$ cat src/rtl/htmd_pkg.sv
// ----------------------------------------------------------------------------
// htmd_pkg
// Shared widths, constants, register map and helpers of the heading turn
// motor drive.
// ----------------------------------------------------------------------------
package htmd_pkg;

  // Field widths
  localparam int HEAD_W  = 18;   // signed heading inputs
  localparam int NORM_W  = 16;   // heading reduced into 0..35999
  localparam int DIFF_W  = 17;   // raw signed difference of two normalized headings
  localparam int ERR_W   = 16;   // wrapped signed error
  localparam int MAG_W   = 15;   // |error|, at most 18000
  localparam int LEVEL_W = 15;   // PWM compare level fields and level registers

  // APB
  localparam int ADDR_W  = 5;
  localparam int DATA_W  = 32;

  // Angles, hundredths of a degree
  localparam int FULL_TURN    = 36000;
  localparam int HALF_TURN    = 18000;
  localparam int QUARTER_TURN = 9000;

  // Default PWM period top
  localparam int PWM_TOP_DEF  = 24999;

  // Register reset values
  localparam int TOL_RST      = 100;
  localparam int MIN_LVL_RST  = 8749;
  localparam int MAX_LVL_RST  = 12499;

  // Heading reduction: bias a sign-extended sample positive, then strip
  // whole turns. Bias is 4 turns, so a biased value stays below 8 turns.
  localparam int WIDE_W      = HEAD_W + 1;
  localparam int HEAD_OFFSET = 4 * FULL_TURN;
  localparam int WRAP_STEPS  = 7;

  typedef enum logic [2:0] {
    REG_LEFT_FORWARD  = 3'd0,
    REG_RIGHT_FORWARD = 3'd1,
    REG_DONE_TOL      = 3'd2,
    REG_MIN_LEVEL     = 3'd3,
    REG_MAX_LEVEL     = 3'd4
  } reg_idx_t;

  // Reduce any 18-bit heading into 0..35999. All compares run in parallel;
  // the highest threshold reached picks the subtraction.
  function automatic logic [NORM_W-1:0] wrap_heading(input logic signed [HEAD_W-1:0] v);
    logic [WIDE_W-1:0] x;
    logic [WIDE_W-1:0] r;
    x = {v[HEAD_W-1], v} + WIDE_W'(HEAD_OFFSET);
    r = x;
    for (int i = 1; i <= WRAP_STEPS; i++) begin
      if (x >= WIDE_W'(i * FULL_TURN)) begin
        r = x - WIDE_W'(i * FULL_TURN);
      end
    end
    return r[NORM_W-1:0];
  endfunction

endpackage

$ cat src/rtl/heading_turn_motor_drive.sv
// ----------------------------------------------------------------------------
// heading_turn_motor_drive
// Proportional heading controller driving two H-bridges in opposite
// directions from a target and a measured heading.
// ----------------------------------------------------------------------------
// Each request carries a target and a measured heading (hundredths of a
// degree, any 18-bit two's complement value). Both are reduced into
// 0..35999, the difference is wrapped into -18000..18000 and reported on
// heading_error. If |error| < done_tolerance, turn_done is set and all four
// bridge levels are 0. Otherwise the turn level is floor(|error|*PWM_TOP/9000),
// raised to min_turn_level and then lowered to max_turn_level. Each motor's
// polarity flag is applied, then the level is limited to 0.8*PWM_TOP and
// lifted to 0.22*PWM_TOP. Positive error drives the left motor forward
// (input one) and the right motor reverse (input two); otherwise the
// opposite. A zero level counts as forward.
// Throughput is one request per clock while drive_stall does not hold the
// output. The result passes two register stages: a first stage does
// heading reduction, wrap and tolerance compare, a second stage does the
// single reciprocal multiply (divide by 9000), band clamp and bridge steering
// into the output register.
// Configuration goes through the APB port at byte address 4*index and must
// only be written while the pipeline is empty.
// ----------------------------------------------------------------------------
module heading_turn_motor_drive #(
  parameter int PWM_TOP = htmd_pkg::PWM_TOP_DEF
) (
  input  logic                                  clk,
  input  logic                                  rst,
  // APB configuration
  input  logic                                  psel,
  input  logic                                  penable,
  input  logic                                  pwrite,
  input  logic [htmd_pkg::ADDR_W-1:0]           paddr,
  input  logic [htmd_pkg::DATA_W-1:0]           pwdata,
  output logic [htmd_pkg::DATA_W-1:0]           prdata,
  output logic                                  pready,
  // heading request channel
  input  logic                                  heading_valid,
  output logic                                  heading_stall,
  input  logic signed [htmd_pkg::HEAD_W-1:0]    target_heading,
  input  logic signed [htmd_pkg::HEAD_W-1:0]    measured_heading,
  // drive result channel
  output logic                                  drive_valid,
  input  logic                                  drive_stall,
  output logic [htmd_pkg::LEVEL_W-1:0]          left_a_level,
  output logic [htmd_pkg::LEVEL_W-1:0]          left_b_level,
  output logic [htmd_pkg::LEVEL_W-1:0]          right_a_level,
  output logic [htmd_pkg::LEVEL_W-1:0]          right_b_level,
  output logic                                  turn_done,
  output logic signed [htmd_pkg::ERR_W-1:0]     heading_error
);
  import htmd_pkg::*;

  // Divide by 9000 as multiply by a rounded-up reciprocal. With a 28-bit
  // shift the error over |error| <= 18000 stays under 1/9000, so the
  // floor is exact.
  localparam int              RECIP_SHIFT = 28;
  localparam longint unsigned RECIP =
    ((longint'(PWM_TOP) << RECIP_SHIFT) + longint'(QUARTER_TURN) - 1) /
    longint'(QUARTER_TURN);
  localparam int RECIP_W   = $clog2(RECIP + 1);
  localparam int PROD_W    = MAG_W + RECIP_W;
  // raw level is at most 2*PWM_TOP
  localparam int RAW_W     = $clog2(2 * PWM_TOP + 1);
  localparam int LVL_W     = (RAW_W > LEVEL_W) ? RAW_W : LEVEL_W;
  localparam int CEIL_LVL  = PWM_TOP * 4 / 5;
  localparam int FLOOR_LVL = PWM_TOP * 11 / 50;

  typedef struct packed {
    logic [LEVEL_W-1:0] a;
    logic [LEVEL_W-1:0] b;
  } bridge_t;

  // ---------------------------------------------------------------------------
  // Configuration registers
  // ---------------------------------------------------------------------------
  logic               left_forward;
  logic               right_forward;
  logic [LEVEL_W-1:0] done_tolerance;
  logic [LEVEL_W-1:0] min_turn_level;
  logic [LEVEL_W-1:0] max_turn_level;
  reg_idx_t           reg_idx;
  logic               cfg_write;

  assign pready    = 1'b1;
  assign reg_idx   = reg_idx_t'(paddr[ADDR_W-1:2]);
  assign cfg_write = psel && penable && pwrite && pready;

  always_ff @(posedge clk) begin
    if (rst) begin
      left_forward   <= 1'b1;
      right_forward  <= 1'b1;
      done_tolerance <= LEVEL_W'(TOL_RST);
      min_turn_level <= LEVEL_W'(MIN_LVL_RST);
      max_turn_level <= LEVEL_W'(MAX_LVL_RST);
    end else if (cfg_write) begin
      case (reg_idx)
        REG_LEFT_FORWARD:  left_forward   <= pwdata[0];
        REG_RIGHT_FORWARD: right_forward  <= pwdata[0];
        REG_DONE_TOL:      done_tolerance <= pwdata[LEVEL_W-1:0];
        REG_MIN_LEVEL:     min_turn_level <= pwdata[LEVEL_W-1:0];
        REG_MAX_LEVEL:     max_turn_level <= pwdata[LEVEL_W-1:0];
        default: ;
      endcase
    end
  end

  always_comb begin
    case (reg_idx)
      REG_LEFT_FORWARD:  prdata = DATA_W'(left_forward);
      REG_RIGHT_FORWARD: prdata = DATA_W'(right_forward);
      REG_DONE_TOL:      prdata = DATA_W'(done_tolerance);
      REG_MIN_LEVEL:     prdata = DATA_W'(min_turn_level);
      REG_MAX_LEVEL:     prdata = DATA_W'(max_turn_level);
      default:           prdata = '0;
    endcase
  end

  // ---------------------------------------------------------------------------
  // Handshake: a two-stage pipe that only holds when the output is blocked.
  // A bubble in stage 1 is squeezed out even while the output is stalled.
  // ---------------------------------------------------------------------------
  logic s1_valid;
  logic out_free;
  logic s1_free;
  logic in_take;

  assign out_free      = !drive_valid || !drive_stall;
  assign s1_free       = !s1_valid || out_free;
  assign heading_stall = !s1_free;
  assign in_take       = heading_valid && s1_free;

  // ---------------------------------------------------------------------------
  // Stage 1: reduce headings, wrap the difference, tolerance check
  // ---------------------------------------------------------------------------
  logic [NORM_W-1:0]        tgt_norm;
  logic [NORM_W-1:0]        meas_norm;
  logic signed [DIFF_W-1:0] diff_raw;
  logic signed [DIFF_W-1:0] diff_wrap;
  logic [MAG_W-1:0]         mag;

  logic signed [ERR_W-1:0]  s1_error;
  logic [MAG_W-1:0]         s1_mag;
  logic                     s1_done;
  logic                     s1_pos;

  always_comb begin
    tgt_norm  = wrap_heading(target_heading);
    meas_norm = wrap_heading(measured_heading);
    diff_raw  = signed'({1'b0, tgt_norm}) - signed'({1'b0, meas_norm});
    diff_wrap = diff_raw;
    if (diff_raw > DIFF_W'(HALF_TURN)) begin
      diff_wrap = diff_raw - DIFF_W'(FULL_TURN);
    end else if (diff_raw < -DIFF_W'(HALF_TURN)) begin
      diff_wrap = diff_raw + DIFF_W'(FULL_TURN);
    end
    if (diff_wrap[DIFF_W-1]) begin
      mag = MAG_W'(-diff_wrap);
    end else begin
      mag = MAG_W'(diff_wrap);
    end
  end

  always_ff @(posedge clk) begin
    if (rst) begin
      s1_valid <= 1'b0;
    end else if (s1_free) begin
      s1_valid <= heading_valid;
    end
  end

  always_ff @(posedge clk) begin
    if (in_take) begin
      s1_error <= diff_wrap[ERR_W-1:0];
      s1_mag   <= mag;
      s1_done  <= (mag < done_tolerance);
      s1_pos   <= !diff_wrap[DIFF_W-1] && (diff_wrap != '0);
    end
  end

  // ---------------------------------------------------------------------------
  // Stage 2: proportional level, band clamp, bridge steering
  // ---------------------------------------------------------------------------
  function automatic bridge_t steer(input logic [LVL_W-1:0] lvl,
                                    input logic reverse,
                                    input logic fwd);
    logic             neg;
    logic [LVL_W-1:0] m;
    bridge_t          br;
    neg = reverse && (lvl != '0);
    if (!fwd && (lvl != '0)) begin
      neg = !neg;
    end
    m = lvl;
    if (m > LVL_W'(CEIL_LVL)) begin
      m = LVL_W'(CEIL_LVL);
    end
    if (m < LVL_W'(FLOOR_LVL)) begin
      m = LVL_W'(FLOOR_LVL);
    end
    if (neg) begin
      br.a = '0;
      br.b = m[LEVEL_W-1:0];
    end else begin
      br.a = m[LEVEL_W-1:0];
      br.b = '0;
    end
    return br;
  endfunction

  logic [PROD_W-1:0] prod;
  logic [LVL_W-1:0]  lvl_raw;
  logic [LVL_W-1:0]  lvl_band;
  bridge_t           left_br;
  bridge_t           right_br;
  logic              s1_move;

  assign s1_move = s1_valid && out_free;

  always_comb begin
    prod    = PROD_W'(s1_mag) * PROD_W'(RECIP);
    lvl_raw = LVL_W'(prod >> RECIP_SHIFT);
    lvl_band = lvl_raw;
    if (lvl_band < LVL_W'(min_turn_level)) begin
      lvl_band = LVL_W'(min_turn_level);
    end
    if (lvl_band > LVL_W'(max_turn_level)) begin
      lvl_band = LVL_W'(max_turn_level);
    end
    left_br  = steer(lvl_band, !s1_pos, left_forward);
    right_br = steer(lvl_band, s1_pos, right_forward);
  end

  always_ff @(posedge clk) begin
    if (rst) begin
      drive_valid <= 1'b0;
    end else if (out_free) begin
      drive_valid <= s1_valid;
    end
  end

  always_ff @(posedge clk) begin
    if (s1_move) begin
      heading_error <= s1_error;
      turn_done     <= s1_done;
      if (s1_done) begin
        left_a_level  <= '0;
        left_b_level  <= '0;
        right_a_level <= '0;
        right_b_level <= '0;
      end else begin
        left_a_level  <= left_br.a;
        left_b_level  <= left_br.b;
        right_a_level <= right_br.a;
        right_b_level <= right_br.b;
      end
    end
  end

  // ---------------------------------------------------------------------------
  // Checks
  // ---------------------------------------------------------------------------
  // a finished turn never leaves a bridge energized
  assert property (@(posedge clk) disable iff (rst)
    drive_valid && turn_done |->
      left_a_level == '0 && left_b_level == '0 &&
      right_a_level == '0 && right_b_level == '0)
    else $error("done result with nonzero bridge level");

  // while turning, each bridge drives exactly one input; with both polarity
  // flags set the two motors never both run in reverse
  assert property (@(posedge clk) disable iff (rst)
    drive_valid && !turn_done |->
      ((left_a_level == '0) != (left_b_level == '0)) &&
      ((right_a_level == '0) != (right_b_level == '0)) &&
      (!(left_forward && right_forward) ||
       (left_a_level != '0) || (right_a_level != '0)))
    else $error("bridge steering inconsistent");

  // wrapped error stays within half a turn
  assert property (@(posedge clk) disable iff (rst)
    drive_valid |->
      heading_error >= -ERR_W'(HALF_TURN) && heading_error <= ERR_W'(HALF_TURN))
    else $error("heading error outside half turn");

endmodule

$ cat config.mk
export PLATFORM = sky130hd
export DESIGN_NAME = heading_turn_motor_drive
export DESIGN_NICKNAME = d
export VERILOG_FILES = /design/src/rtl/htmd_pkg.sv /design/src/rtl/heading_turn_motor_drive.sv
export SDC_FILE = /design/constraint.sdc
export NUM_CORES = 1
export LEC_CHECK = 0
export BUFFER_PORTS_ARGS = -buffer_cell sky130_fd_sc_hd__buf_2
export CAP_MARGIN = 20
export CORE_MARGIN = 3
export CORE_UTILIZATION = 27
export DETAILED_ROUTE_END_ITERATION = 8
export SLEW_MARGIN = 20
export SYNTH_ARGS = -nofsm -noshare
export SYNTH_HDL_FRONTEND = slang
export SYNTH_SLANG_ARGS = --single-unit
$ cat constraint.sdc
create_clock -name clk -period 12.93 [get_ports clk]
set_input_delay 0 -clock clk [delete_from_list [all_inputs] [get_ports clk]]
set_output_delay 0 -clock clk [all_outputs]
set_load 0.005 [all_outputs]
==> key figures, run 1 <==
Global routing
  – Via count of the first global-routing pass: 17,739
  – Combined global-route utilization of all metal layers: 15.5%
  – Met1 track utilization from global routing: 19.8%
  – Global routing usage on met3: 1.96%
  – Total grt overflow: 0
  – Antenna violations before repair: 5
  – Global-route wire length before repair: 100,000 um
  – Top Usage Layer GRT: met2
  – Maximum number of pins on one net before global-route repair: 65
  – Global Route met2 Usage: 27.6%

STA
  – Pins Over Slew Limit: 0
  – Slew at the pin closest to its max-slew limit: 1.10 ns
  – Setup_tns: 0 ns
  – Achievable frequency: 82.6 MHz
  – Final Hold Fails: 0
  – Post-Route Skew: 0.0169 ns
  – Relative max-transition margin: 25.0%
  – Setup ws final: 0.829 ns
  – Setup repair after global routing missed its margin: no
  – Final Setup Violations: 0
  – Clock period minus final worst setup slack: 12.10 ns
  – Final Cycle Share: 93.6%

Cells and area
  – Highest-count cells in the layout ignoring fill and taps: inv_1, ha_1, nand2_1
  – Synthesis-to-layout area growth: 12.9%
  – Most common cell after layout, fill and taps aside: inv_1
  – Net total in the final layout: 3,041
  – Ratio of cells with drive above 1 in the final layout: 11.9%
  – # diodes: 0

Critical path
  – Element type at the critical path end: register
  – Critical path peak fanout: 22
  – Largest delay share family, worst path: adder cells
  – Path type of the worst setup path: register to register
  – Worst setup path startpoint: s1_mag[14]
  – Buffers and inverters on the worst path: 3
  – Signal arrival time at the worst endpoint: 12.27 ns
  – Type of element launching the critical path: register
  – WP data required: 13.10 ns
  – CP max stage cell: a2111oi_0
  – Critical path's largest stage delay: 0.64 ns
  – Start of the worst register-to-register path: s1_mag[14]
  – Critical Path Most Common Cell: ha_1

Drt
  – Overall routed net length: 64,000 um
  – Routed vias/inst: 5.05
  – Initial drt markers: 1,420
  – Antenna-violating nets left: 0
  – Length of the first detailed-routing pass in iterations: 7
  – Post-DR wirelength/cell: 17.8 um
  – Remaining design rule violation count: 0
  – Via count: 18,182

Place
  – Worst Setup Slack post-DPL: 0.636 ns
  – Number of port buffers: 154
  – HPWL after detailed placement: 52,800 um
  – Final GP Congestion: 0.903

Die
  – Number of rows in the core area: 101
  – Initial Utilization: 27.4%
  – Die outline height: 284 um
  – Core Region: 76,200 sq um
  – Die width: 284 um
  – Number of top-level design ports: 192
  – Die Area: 80,600 sq um

Run status
  – Result of the run: complete, no violations

Synth
  – Syn. warnings: 0
  – EDFF count, synth: 109
  – Async set-or-reset flop fraction in the synthesized netlist: 0%
  – Mean post-synth cell area: 8.64 sq um
  – Post-synthesis sequential area ratio: 20.4%
  – Number of synthesized register bits: 158
  – Area contributors post-synth: ha_1, edfxtp_1, fa_1
  – Area share of the largest cell type after synthesis: 16.7%
  – Number of cells produced by synthesis: 2,416
  – Number of distinct standard cells referenced by the synthesized netlist: 108
  – Synthesized cell area: 20,900 sq um
  – Biggest area consumer among synthesized cells: ha_1
  – Ys flop type: edfxtp_1

Clock network
  – Clock slew at the register clock pins of the worst setup and hold paths: 0.07 ns
  – Clock Sink Count: 158
  – Clock tree root buffer cell: clkbuf_16
  – Total CTS buffers: 17
  – Clock Latency Late Sink: 0.44 ns
  – Clock tree buffer depth: 2
  – H-tree lvl count: 4
  – TritonCTS clock tree: done

Flow run
  – Max-capacitance violation count: 0

Worst hold path
  – Min-Delay Startpoint: rst
  – Hold crit path type: input pin to register
-- synthesized netlist by cell type, types with 14 or more instances --
cell type and count:
clkbuf_1 47, ha_1 278, nand3_1 58, nand2_1 232
dfxtp_1 49, nor2_1 136, o21ai_0 109, o31ai_1 18
o21a_1 33, edfxtp_1 109, nor2b_1 16, nand4_1 26
o211ai_1 42, buf_2 20, o21ai_1 14, xnor2_1 68
mux2i_1 19, a21o_1 34, a21oi_1 146, and2_1 27
xor2_1 36, buf_4 25, a211oi_1 35, a31oi_1 51
or3_1 20, fa_1 126, nor3_1 62, inv_1 306
-- path summary, 6_finish.rpt --
kind	slack, ns	end	depth (start not counted)
worst min register to register	0.42	heading_error[4]	0
worst max-delay path	0.83	right_b_level[3]	37
worst min-delay path	0.05	drive_valid	2
worst max register to register	0.83	right_b_level[3]	37
-- state kept, by name, summed over array words and instances, names as in the netlist --
signal          flops
done_tolerance     15
drive_valid         1
heading_error      16
left_a_level       15
left_b_level       15
left_forward        1
max_turn_level     15
min_turn_level     15
right_a_level      15
right_b_level      15
right_forward       1
s1_done             1
s1_error           16
s1_mag             14
s1_pos              1
s1_valid            1
turn_done           1
-- cells by family (layout without fill, tap and decap cells) --
logic type	Yosys count	count (layout)	synth area share [%]
buffers and inverters	408	546	8.13
XOR/XNOR	106	106	4.52
flip-flops	158	158	20.4
adder cells (fa/ha/maj)	404	404	28.8
other	2	18	0.0360
AND/OR/NAND/NOR	654	654	15.1
multiplexers	32	32	1.61
AO/OA/AOI/OAI	652	652	21.4
-- final cells by class --
cell class / instances / area (sq um)
clock buffers: 18 / 450
fillers: 8005 / 52700
clock inverters: 14 / 131
flip-flops and latches: 158 / 4250
multi-input cells: 1866 / 15000
well taps: 1030 / 1290
repair buffers: 206 / 1220
inverters: 308 / 1160
-- layer usage --
metal  part of all wire [%]  wire length (um)
met5                  0.020                13
met1                     43             27500
met4                    2.0              1280
met3                    5.2              3330
met2                     50             31900
-- what timing repair did --
action                                 4_1_cts  5_1_grt
hold buffers                                19        0
endpoints found under the hold margin       49        0
setup endpoints to repair                    0       60
resized for setup                            0        6
setup buffers                                0        3
-- metrics by stage --
| step | cells | hold WS (ns) | utilization (%) | instance area [sq um] |
|---|---|---|---|---|
| detailed placement | 3546 | 0.236 | 29.8 | 22700 |
| CTS | 3597 | 0.0280 | 30.8 | 23500 |
| global route | 3600 | 0.0703 | 30.9 | 23500 |
| finish | 3600 | 0.0473 | 30.9 | 23500 |
| global placement | 3546 | 0.234 | 29.8 | 22700 |
| floorplan | 2432 | 0.0533 | - | 20900 |
Power of run 1 is left out: the tool's default activity adds up to more than one toggle a clock period on the data nets, which glitch-free logic cannot reach.
==> run 2: changes to the inputs <==
- BUFFER_PORTS_ARGS: -buffer_cell sky130_fd_sc_hd__buf_2 -> default
- CTS_CLUSTER_DIAMETER: default -> 150
- DONT_BUFFER_PORTS: default -> 1
- PLACE_DENSITY_LB_ADDON: default -> 0.25
==> run 2 against run 1 <==
Critical path depth increased by 7. Die area did not move. Register-to-register slack better by 0.05 ns. Global-route usage increased by 1.3 points. Highest routed layer is now met4.
==> key figures, run 2 (synthesis gave the netlist of run 1 again) <==
Flow run
  – Max-capacitance violation count: 0 (unchanged)

Drt
  – Routed vias/inst: 5.24 (+3.7%)
  – Initial drt markers: 1,464 (+3.1%)
  – Antenna-violating nets left: 0 (unchanged)
  – Length of the first detailed-routing pass in iterations: 6 (-1)
  – Overall routed net length: 69,500 um (+8.7%)
  – Post-DR wirelength/cell: 20.0 um (+13%)
  – Remaining design rule violation count: 0 (unchanged)
  – Via count: 18,193 (+0.060%)

Place
  – HPWL after detailed placement: 57,700 um (+9.2%)
  – Post-Place Cell Area: 22,100 sq um (-2.7%)
  – DP Cell Count: 3,405 (-4.0%)
  – Final GP Congestion: 0.913 (+1.1%)
  – Worst Setup Slack post-DPL: 0.650 ns (+0.0148 ns)
  – Number of port buffers: 0 (-100%)

STA
  – Final Setup Violations: 0 (unchanged)
  – Post-Route Skew: 0.0213 ns (+0.00445 ns)
  – Relative max-transition margin: 31.8% (+6.8 points)
  – Clock period minus final worst setup slack: 12.05 ns (-0.0519 ns)
  – Setup repair after global routing missed its margin: no
  – Setup_tns: 0 ns (unchanged)
  – Final Cycle Share: 93.2% (-0.40 points)
  – Slew at the pin closest to its max-slew limit: 1.01 ns (-0.0863 ns)
  – Setup ws final: 0.881 ns (+0.0519 ns)
  – Pins Over Slew Limit: 0 (unchanged)
  – Achievable frequency: 83.0 MHz (+0.43%)
  – Final Hold Fails: 0 (unchanged)

Clock network
  – Setup bufs post-CTS: 0 (unchanged)
  – Clock slew at the register clock pins of the worst setup and hold paths: 0.08 ns (about the same)
  – Total CTS buffers: 17 (unchanged)
  – Clock tree buffer depth: 2 (unchanged)
  – Clock Latency Late Sink: 0.46 ns (+0.02 ns)
  – TritonCTS clock tree: done
  – Clock Sink Count: 158 (unchanged)
  – Clock tree root buffer cell: clkbuf_16
  – H-tree lvl count: 4 (unchanged)

Die
  – Number of rows in the core area: 101 (unchanged)
  – Die Area: 80,600 sq um (unchanged)
  – Number of top-level design ports: 192 (unchanged)
  – Die width: 284 um (unchanged)
  – Die outline height: 284 um (unchanged)
  – Initial Utilization: 27.4% (unchanged)
  – Core Region: 76,200 sq um (unchanged)

Worst hold path
  – Hold crit path type: input pin to register

Critical path
  – Element type at the critical path end: register
  – CP max stage cell: edfxtp_1
  – Signal arrival time at the worst endpoint: 12.23 ns (-0.04 ns)
  – WP data required: 13.11 ns (about the same)
  – Largest delay share family, worst path: adder cells
  – Critical path's largest stage delay: 0.57 ns (-0.07 ns)
  – Critical path peak fanout: 21 (-4.5%)
  – Type of element launching the critical path: register
  – Path type of the worst setup path: register to register
  – Critical Path Most Common Cell: ha_1
  – Buffers and inverters on the worst path: 7 (+4)

Cells and area
  – Ratio of cells with drive above 1 in the final layout: 6.59% (-5.4 points)
  – Most common cell after layout, fill and taps aside: inv_1
  – Non-filler instance count after layout: 3,475 (-3.5%)
  – Net total in the final layout: 2,915 (-4.1%)
  – Biggest registers after layout: heading_error (16), s1_error (16)
  – Synthesis-to-layout area growth: 10.8%
  – Layout Cell Area excl Fill: 23,100 sq um (-1.8%)
  – Highest-count cells in the layout ignoring fill and taps: inv_1, ha_1, nand2_1

Global routing
  – Combined global-route utilization of all metal layers: 16.8% (+1.3 points)
  – Maximum number of pins on one net before global-route repair: 62 (-4.6%)
  – Antenna violations before repair: 1 (-4)
  – Total grt overflow: 0 (unchanged)
  – Global-route wire length before repair: 107,000 um (+6.9%)
  – Via count of the first global-routing pass: 18,065 (+1.8%)

Run status
  – Result of the run: complete, no violations
## run 2: cell types whose count changed in the layout (fill, tap and decap cells not counted), moves of 2 or more
cell | previous run | this run
inv_4 | 2 | 0
clkinvlp_4 | 0 | 3
buf_12 | 1 | 7
buf_2 | 154 | 0
buf_4 | 32 | 37
dlygate4sd3_1 | 19 | 35
bufinv_16 | 0 | 2
inv_6 | 6 | 4
## run 2: final timing paths
path	startpoint	endpoint	slack, ns	depth (start not counted)
max reg2reg	s1_mag[12]	left_b_level[0]	0.88	44
max	s1_mag[12]	left_b_level[0]	0.88	44
min	measured_heading[0]	s1_error[0]	0.03	2
min reg2reg	s1_error[10]	heading_error[10]	0.41	0
## run 2: layer usage
layer	vias to the layer above	GRT usage, %	routed length [um]
li1	8630	-	-
met1	8940	22.3	31100
met2	560	28.2	32900
met3	63	2.76	4030
met4	0	4.30	1540
met5	-	0	0
## run 2: worst reg2reg max path, delay by kind of cell, from the launching register on
family                     cells  cell delay [ns]
and+or+nand+nor               11             2.68
DFF                            1             0.57
AOI/OAI and AO/OA             14             2.90
xor gates and xnor gates       2             0.52
muxes                          1             0.37
buffers and inverters          7             1.04
adders and majority gates      9             3.72
## run 2: layout make-up
class / count / area (sq um)
antenna: 1 / 2.50
clock buffer: 17 / 425
clock inverter: 15 / 176
fill: 8059 / 53100
inverter: 308 / 1160
multi-input combinational: 1867 / 15000
sequential: 158 / 4250
tap: 1030 / 1290
timing repair buffer: 79 / 768
## run 2: per-stage QoR
step	hold slack [ns]	utilization, %
after CTS	0.00158	30.3
after floorplan	0.0533	-
after detailed placement	0.0667	29.0
final	0.0336	30.3
after global routing	0.0451	30.3
after global placement	0.0660	29.0
## run 2: repair_timing
item | CTS | global route
gates resized for setup | 0 | 3
hold endpoints to repair | 89 | 0
hold buffers | 36 | 0
endpoints found under the setup margin | 0 | 60
Power of run 2 is left out for the same reason.
